===== config.mk =====
export PLATFORM = sky130hd
export DESIGN_NAME = riff_wave_header_parser
export DESIGN_NICKNAME = d
export VERILOG_FILES = /design/src/sv/wavp_pkg.sv /design/src/sv/wavp_core.sv /design/src/sv/wavp_obuf.sv /design/src/sv/riff_wave_header_parser.sv
export SDC_FILE = /design/constraint.sdc
export NUM_CORES = 2
export LEC_CHECK = 0
export BUFFER_PORTS_ARGS = -buffer_cell sky130_fd_sc_hd__buf_2
export CAP_MARGIN = 30
export CORE_MARGIN = 2
export CORE_UTILIZATION = 32
export DETAILED_ROUTE_END_ITERATION = 10
export SLEW_MARGIN = 15
export SYNTH_ARGS = -nofsm -noshare
export SYNTH_HDL_FRONTEND = slang
export SYNTH_SLANG_ARGS = --single-unit

===== constraint.sdc =====
create_clock -name clk -period 20.1 [get_ports clk]
set_clock_uncertainty 0.05 [all_clocks]
set_input_delay 3.015 -clock clk [delete_from_list [all_inputs] [get_ports clk]]
set_output_delay 3.015 -clock clk [all_outputs]
set_load 0.01 [all_outputs]

===== src/sv/wavp_pkg.sv =====
// wavp_pkg: shared types, codes and constants for the RIFF/WAVE header parser.
// No dependencies; used by every module of the parser and by its checker.
`default_nettype none
package wavp_pkg;

  typedef struct packed {
    logic [7:0] file_byte;
    logic       last_byte;
  } req_in_t;

  typedef struct packed {
    logic        audio_valid;
    logic [7:0]  audio_byte;
    logic        done_res;
    logic [2:0]  status;
    logic [15:0] format_tag;
    logic [15:0] channel_count;
    logic [31:0] sample_rate;
    logic [31:0] byte_rate;
    logic [15:0] frame_align;
    logic [15:0] sample_bits;
    logic [31:0] data_length;
  } req_out_t;

  localparam logic [2:0] ST_PENDING   = 3'd0;
  localparam logic [2:0] ST_OK        = 3'd1;
  localparam logic [2:0] ST_MAGIC     = 3'd2;
  localparam logic [2:0] ST_SHORT_FMT = 3'd3;
  localparam logic [2:0] ST_ZERO      = 3'd4;
  localparam logic [2:0] ST_TAG       = 3'd5;
  localparam logic [2:0] ST_MISSING   = 3'd6;

  // byte 0 of each word sits in bits [7:0]
  localparam logic [31:0] RIFF_WORD = 32'h4646_4952;
  localparam logic [31:0] WAVE_WORD = 32'h4556_4157;
  localparam logic [31:0] TAG_FMT   = 32'h2074_6D66;
  localparam logic [31:0] TAG_DATA  = 32'h6174_6164;

  localparam logic [15:0] FMT_PCM        = 16'h0001;
  localparam logic [15:0] FMT_FLOAT      = 16'h0003;
  localparam logic [15:0] FMT_EXTENSIBLE = 16'hFFFE;

  localparam int FMT_KEEP = 16;
  localparam int RIFF_HDR = 12;
  localparam int CHDR_LEN = 8;

  localparam int BUF_DEPTH = 2;

  function automatic logic [7:0] word_byte(input logic [31:0] word, input logic [1:0] idx);
    logic [7:0] b;
    case (idx)
      2'd0:    b = word[7:0];
      2'd1:    b = word[15:8];
      2'd2:    b = word[23:16];
      default: b = word[31:24];
    endcase
    return b;
  endfunction

endpackage
`default_nettype wire


===== src/sv/wavp_core.sv =====
// wavp_core: parser state and per-byte result logic for the RIFF/WAVE parser.
// Depends on wavp_pkg.
`default_nettype none
module wavp_core (
  input  wire logic              clk,
  input  wire logic              rst,
  input  wire logic              take,
  input  wire wavp_pkg::req_in_t req,
  output wavp_pkg::req_out_t     res
);

  typedef enum logic [2:0] {
    PH_RIFF,
    PH_CHDR,
    PH_BODY,
    PH_PAD,
    PH_STOP
  } phase_t;

  typedef struct packed {
    phase_t           phase;
    logic [3:0]       header_count;
    logic [31:0]      chunk_tag;
    logic [31:0]      chunk_length;
    logic [31:0]      bytes_left;
    logic             pad_pending;
    logic [15:0][7:0] fmt_capture;
    logic [15:0][7:0] fmt_accepted;
    logic             have_fmt;
    logic             have_data;
    logic [31:0]      accepted_data_length;
    logic [2:0]       error_code;
  } core_st_t;

  core_st_t st;
  core_st_t st_next;
  wavp_pkg::req_out_t res_next;

  always_comb begin
    logic [7:0]  b;
    logic        done;
    logic        bad;
    logic [31:0] idx;
    logic [15:0] tag16;
    logic [2:0]  status;
    b        = req.file_byte;
    done     = 1'b0;
    bad      = 1'b0;
    idx      = st.chunk_length - st.bytes_left;
    tag16    = '0;
    status   = wavp_pkg::ST_PENDING;
    st_next  = st;
    res_next = '0;

    case (st.phase)
      PH_RIFF: begin
        if (st.header_count < 4'd4) begin
          bad = (b != wavp_pkg::word_byte(wavp_pkg::RIFF_WORD, st.header_count[1:0]));
        end else if (st.header_count >= 4'd8) begin
          bad = (b != wavp_pkg::word_byte(wavp_pkg::WAVE_WORD, st.header_count[1:0]));
        end
        if (bad) begin
          st_next.error_code = wavp_pkg::ST_MAGIC;
          st_next.phase      = PH_STOP;
        end else if (st.header_count == 4'(wavp_pkg::RIFF_HDR - 1)) begin
          st_next.header_count = '0;
          st_next.phase        = PH_CHDR;
        end else begin
          st_next.header_count = st.header_count + 4'd1;
        end
      end
      PH_CHDR: begin
        if (st.header_count < 4'd4) begin
          st_next.chunk_tag = {b, st.chunk_tag[31:8]};
        end else begin
          st_next.chunk_length = {b, st.chunk_length[31:8]};
        end
        st_next.header_count = st.header_count + 4'd1;
        if (st.header_count == 4'(wavp_pkg::CHDR_LEN - 1)) begin
          st_next.header_count = '0;
          st_next.bytes_left   = st_next.chunk_length;
          if (st_next.chunk_length == '0) begin
            done = 1'b1;
          end else begin
            st_next.phase = PH_BODY;
          end
        end
      end
      PH_BODY: begin
        if (st.chunk_tag == wavp_pkg::TAG_DATA) begin
          res_next.audio_valid = 1'b1;
          res_next.audio_byte  = b;
        end else if (st.chunk_tag == wavp_pkg::TAG_FMT && idx[31:4] == '0) begin
          st_next.fmt_capture[idx[3:0]] = b;
        end
        st_next.bytes_left = st.bytes_left - 32'd1;
        done = (st.bytes_left == 32'd1);
      end
      PH_PAD: begin
        st_next.pad_pending = 1'b0;
        st_next.phase       = PH_CHDR;
      end
      default: begin
      end
    endcase

    if (done) begin
      bad   = 1'b0;
      tag16 = {st_next.fmt_capture[1], st_next.fmt_capture[0]};
      if (st_next.chunk_tag == wavp_pkg::TAG_FMT) begin
        bad = 1'b1;
        if (st_next.chunk_length < 32'(wavp_pkg::FMT_KEEP)) begin
          st_next.error_code = wavp_pkg::ST_SHORT_FMT;
        end else if ({st_next.fmt_capture[13], st_next.fmt_capture[12]} == '0 ||
                     st_next.fmt_capture[11:8] == '0) begin
          st_next.error_code = wavp_pkg::ST_ZERO;
        end else if (tag16 != wavp_pkg::FMT_PCM && tag16 != wavp_pkg::FMT_FLOAT &&
                     tag16 != wavp_pkg::FMT_EXTENSIBLE) begin
          st_next.error_code = wavp_pkg::ST_TAG;
        end else begin
          bad                  = 1'b0;
          st_next.fmt_accepted = st_next.fmt_capture;
          st_next.have_fmt     = 1'b1;
        end
      end else if (st_next.chunk_tag == wavp_pkg::TAG_DATA) begin
        st_next.accepted_data_length = st_next.chunk_length;
        st_next.have_data            = 1'b1;
      end
      if (bad) begin
        st_next.phase = PH_STOP;
      end else begin
        st_next.pad_pending = st_next.chunk_length[0];
        st_next.phase       = st_next.chunk_length[0] ? PH_PAD : PH_CHDR;
      end
    end

    if (req.last_byte) begin
      if (st_next.error_code != wavp_pkg::ST_PENDING) begin
        status = st_next.error_code;
      end else if (st_next.phase == PH_RIFF) begin
        status = wavp_pkg::ST_MAGIC;
      end else if (!st_next.have_fmt || !st_next.have_data) begin
        status = wavp_pkg::ST_MISSING;
      end else begin
        status = wavp_pkg::ST_OK;
      end
      res_next.done_res = 1'b1;
      res_next.status   = status;
      if (status == wavp_pkg::ST_OK) begin
        res_next.format_tag    = {st_next.fmt_accepted[1], st_next.fmt_accepted[0]};
        res_next.channel_count = {st_next.fmt_accepted[3], st_next.fmt_accepted[2]};
        res_next.sample_rate   = st_next.fmt_accepted[7:4];
        res_next.byte_rate     = st_next.fmt_accepted[11:8];
        res_next.frame_align   = {st_next.fmt_accepted[13], st_next.fmt_accepted[12]};
        res_next.sample_bits   = {st_next.fmt_accepted[15], st_next.fmt_accepted[14]};
        res_next.data_length   = st_next.accepted_data_length;
      end
    end
  end

  assign res = res_next;

  // restart on the last byte of each file
  always_ff @(posedge clk) begin
    if (rst || (take && req.last_byte)) begin
      st <= '0;
    end else if (take) begin
      st <= st_next;
    end
  end

endmodule
`default_nettype wire


===== src/sv/wavp_obuf.sv =====
// wavp_obuf: two-entry result buffer that decouples the parser from its consumer.
// Depends on wavp_pkg.
`default_nettype none
module wavp_obuf (
  input  wire logic               clk,
  input  wire logic               rst,
  input  wire logic               push,
  input  wire wavp_pkg::req_out_t push_req,
  output logic                    can_push,
  output logic                    dst_valid,
  input  wire logic               dst_ready,
  output wavp_pkg::req_out_t      dst_req
);

  localparam int CW = $clog2(wavp_pkg::BUF_DEPTH + 1);

  wavp_pkg::req_out_t slot0;
  wavp_pkg::req_out_t slot1;
  logic [CW-1:0]      count;
  logic               pop;

  assign pop       = dst_valid && dst_ready;
  assign can_push  = (count != CW'(wavp_pkg::BUF_DEPTH));
  assign dst_valid = (count != '0);
  assign dst_req   = slot0;

  always_ff @(posedge clk) begin
    if (rst) begin
      count <= '0;
    end else begin
      count <= count + CW'(push) - CW'(pop);
    end
    if (pop) begin
      slot0 <= slot1;
      if (push && count == CW'(1)) begin
        slot0 <= push_req;
      end
      if (push && count == CW'(2)) begin
        slot1 <= push_req;
      end
    end else if (push) begin
      if (count == '0) begin
        slot0 <= push_req;
      end else begin
        slot1 <= push_req;
      end
    end
  end

endmodule
`default_nettype wire


===== src/sv/riff_wave_header_parser.sv =====
// riff_wave_header_parser: top level of the RIFF/WAVE header parser.
// Depends on wavp_pkg, wavp_core and wavp_obuf.
//
//   channel  handshake              payload     moves
//   src      src_valid/src_ready    src_req     one file byte per request
//   dst      dst_valid/dst_ready    dst_req     one result per file byte
//
// One request per cycle while src_ready is high; each result is registered in the buffer.
// The parser state updates once per byte; a two-entry buffer
// holds results so src stays ready while one result waits on dst.
// src_ready drops only when both buffer entries are full.
// rst is synchronous and clears parser state and the buffer.
`default_nettype none
module riff_wave_header_parser (
  input  wire logic               clk,
  input  wire logic               rst,
  input  wire logic               src_valid,
  output logic                    src_ready,
  input  wire wavp_pkg::req_in_t  src_req,
  output logic                    dst_valid,
  input  wire logic               dst_ready,
  output wavp_pkg::req_out_t      dst_req
);

  logic               take;
  wavp_pkg::req_out_t res;

  assign take = src_valid && src_ready;

  wavp_core u_core (
    .clk  (clk),
    .rst  (rst),
    .take (take),
    .req  (src_req),
    .res  (res)
  );

  wavp_obuf u_obuf (
    .clk       (clk),
    .rst       (rst),
    .push      (take),
    .push_req  (res),
    .can_push  (src_ready),
    .dst_valid (dst_valid),
    .dst_ready (dst_ready),
    .dst_req   (dst_req)
  );

endmodule
`default_nettype wire


==> out/qor.yml <==
clock_network:
  clk_latency_ns: 0.67
  cts.clk_slew.worst_paths_ns: 0.06
  cts.sink_count: 744
  postCtsSetupBuffers: 0
  cts_root_buffer: "clkbuf_16"
  cts_tree: "built"
  h-tree-depth: 3
  numCtsBuffers: 81
  cts_resized: 0
  cts_buffer_depth: 3
  hold_buffers: 0
routing:
  antenna_left: 0
  drt_pass1_iterations: 5
  drc: 0
  num_vias: 29238
  routed_via_density: 5.27
  wl_mm: 106
  wire_per_inst_um: 19.0
  initialDrtViolationCount: 2552
logic_synthesis:
  syn-cell-area_um2: 35700
  synth_nets: 3989
  synthXorXnorAreaFrac_pct: 0.417
  ys_seq_area_share_pct: 51.4
  synth.area.top_cells: "edfxtp_1 (29%), dfxtp_1 (22%), nand2_1 (9.0%), mux2i_1 (5.7%), a21oi_1 (5.2%)"
  synth_ff_type: "dfxtp_1"
  yosys_warnings: 0
  synth_edf_count: 346
  synthMuxAreaShare_pct: 9.34
  syn_avg_cell_area_um2: 9.08
  synth-seq-cells: 744
  synth-simple-area-share_pct: 19.8
  synth_compound_area_share_pct: 13.7
  synth_top_family_by_area: "simple AND/OR/NAND/NOR gates"
  synth_adder_area_share_pct: 1.53
  synth_cells: 3933
  post-synth-top-area-fraction_pct: 29.1
  yosysTopAreaCell: "edfxtp_1"
  ys_async_sr_fraction_pct: 0
  yosysUniqueCellTypes: 88
setup_path:
  r2r_cells: 21
  crit_arrival_ns: 8.69
  startpoint_type: "flop"
  crit_required_ns: 20.43
  worstReg2RegEnd: "u_obuf.dst_req[63]"
  worstSetupPathType: "flop to flop"
  critical_path.cell_chain: "inv_1 > ha_1 > fa_1 > and2b_1 > o2111ai_2 > a211oi_4 > o21ai_0 > and3_1 > or4_1 > or4_1 > nor4_4 > o22ai_1 > a211o_1 > or4_1 > a31oi_4 > nor2_1 > buf_4 > o2111ai_4 > buf_4 > buf_4 > o21ai_0"
  slowest_stage: "or4_1"
  worst_path_largest_cell_delay_ns: 0.86
  path_max_fanout: 60
  rr_startpoint: "u_core.st[326]"
  cp-end-kind: "flop"
  rrSetupSlack_ns: 11.74
layout:
  seqCellArea_um2: 18400
  final_cells: 5553
  area_growth_pct: 14.5
  multi_input_comb_area_um2: 16100
  final_common_cell: "nand2_1"
  final_nets: 4052
  final_cell_mix: "nand2_1 (857), dfxtp_1 (398), nor2_1 (397)"
  layout-drive-gt1-share_pct: 13.4
  nFillCells: 11101
  n_antenna_cell: 0
sta:
  worst_slew_pin_slew_ns: 1.01
  setup_violations: 0
  slew_headroom_pct: 31.7
  fin_tns_setup_ns: 0
  rsz0062_at_grt: "false"
  fmax_mhz: 120
  fin_crit_ns: 8.36
  hold_violations: 0
  slew_violations: 0
  setup_ws_ns: 11.74
  period_share_pct: 41.6
die:
  rows: 122
  die_area_um2: 114000
  initial_core_util_pct: 32.3
  core_region_area_um2: 111000
  boundaryPins: 188
  die_h_um: 338
  die_x_um: 338
place:
  dp_hpwl_mm: 67.3
  dp_slack_ns: 11.12
  portBuffers: 187
  place_inst: 5392
  gp_congestion: 0.880
pwr:
  ir_worst_vdd_mv: 0.0721
  p_total_mw: 4.34
  powerDensity_nw_per_um2: 106
  total_leakage_power_nw: 13.7
global_routing:
  grt_max_degree: 110
  grt_usage_pct: 17.8
  grt_pass1_wl_mm: 164
  grt_overflow: 0
  grt_antenna_before_repair: 0
  grt_pass1_vias: 27477
worst_hold_path:
  min_path_cells: 2
  hold_class: "flop to flop"
  worstHoldEndpoint: "u_core.st[291]"
  worstHoldStart: "u_core.st[291]"
flow_run:
  cap_violations: 0
run_status:
  status: "completed"
## area by class of cell
cell class	count	area share, %
clock buffers	110	5.47
clock inverters	42	1.23
inverters	54	0.499
multi-input cells	2852	39.4
flip-flops and latches	744	44.9
well taps	1488	4.55
repair buffers	263	3.99
## worst max-delay path by stage
stage                   startpoint             endpoint  slack (ns)  cells after the start
floorplan                dst_ready      u_obuf.slot1[0]        3.67                      1
global placement        src_req[7]     u_obuf.slot1[87]       11.33                     17
detailed placement      src_req[8]     u_obuf.slot1[90]       11.12                     17
CTS                 u_core.st[326]  u_obuf.dst_req[120]       11.71                     19
global route        u_core.st[326]   u_obuf.dst_req[38]       11.22                     22
finish              u_core.st[326]   u_obuf.dst_req[63]       11.74                     21
## logic make-up after synthesis
| kind of cell | after synthesis |
|---|---|
| simple gates | 1640 |
| mux | 319 |
| fa+ha+maj | 43 |
| flops | 744 |
| xor+xnor | 17 |
| buf+inv | 337 |
| compound gates | 833 |
## critical path, delay by kind of cell, from the launching register on
kind	cells	cell delay [ns]
DFF	1	0.39
adders and majority gates	2	0.65
AOI/OAI and AO/OA	8	1.96
and+or+nand+nor	7	3.42
buffers and inverters	4	1.58
## routing by layer
layer / wire length, µm / global-route usage (%) / share of wire [%]
met1: 50000 / 25.8 / 47
met2: 47400 / 27.6 / 45
met4: 2190 / 4.73 / 2.1
met5: 0 / 0 / 0
met3: 6040 / 2.52 / 5.7
## sequential cells by signal (all words and copies together) (netlist names)
signal	cells
u_core.st	396
u_obuf.slot1	173
u_obuf.dst_req	173
u_obuf.count	2
## where the power goes
part / internal [mW] / switching [mW] / leakage [nW] / total (mW)
registers: 1.79 / 0.0943 / 6.62 / 1.89
clock network: 0.883 / 0.653 / 1.33 / 1.54
logic: 0.298 / 0.617 / 5.75 / 0.915
total: 2.97 / 1.36 / 13.7 / 4.34
## Yosys cell counts (7+ instances only)
cell	count
mux2_2	114
nor3_1	92
buf_2	45
xor2_1	8
a211o_1	9
or4_1	12
mux2i_1	205
ha_1	42
nand4_1	38
and3_1	18
o31ai_1	13
o21a_1	23
and4_1	7
o21ai_0	157
and2_1	13
nor4b_1	8
clkbuf_1	205
o41ai_1	26
nor2_1	399
inv_1	54
xnor2_1	9
a211oi_1	45
nand2b_1	9
buf_4	15
o21ai_1	74
nand2_1	858
or3_1	12
or2_2	8
a21oi_1	371
nand3_1	80
o22ai_1	11
nor4_1	47
edfxtp_1	346
a31oi_1	10
a21o_1	15
buf_1	15
o211ai_1	18
dfxtp_1	398
## through the flow
stage,hold slack (ns),utilization [%],instance area [µm²]
floorplan,0.379,-,35700
global placement,0.385,34.3,37900
detailed placement,0.392,34.4,38000
CTS,0.400,36.8,40800
global route,0.414,37.0,40900
finish,0.399,37.0,40900
Power figures use the tool's default switching activity.
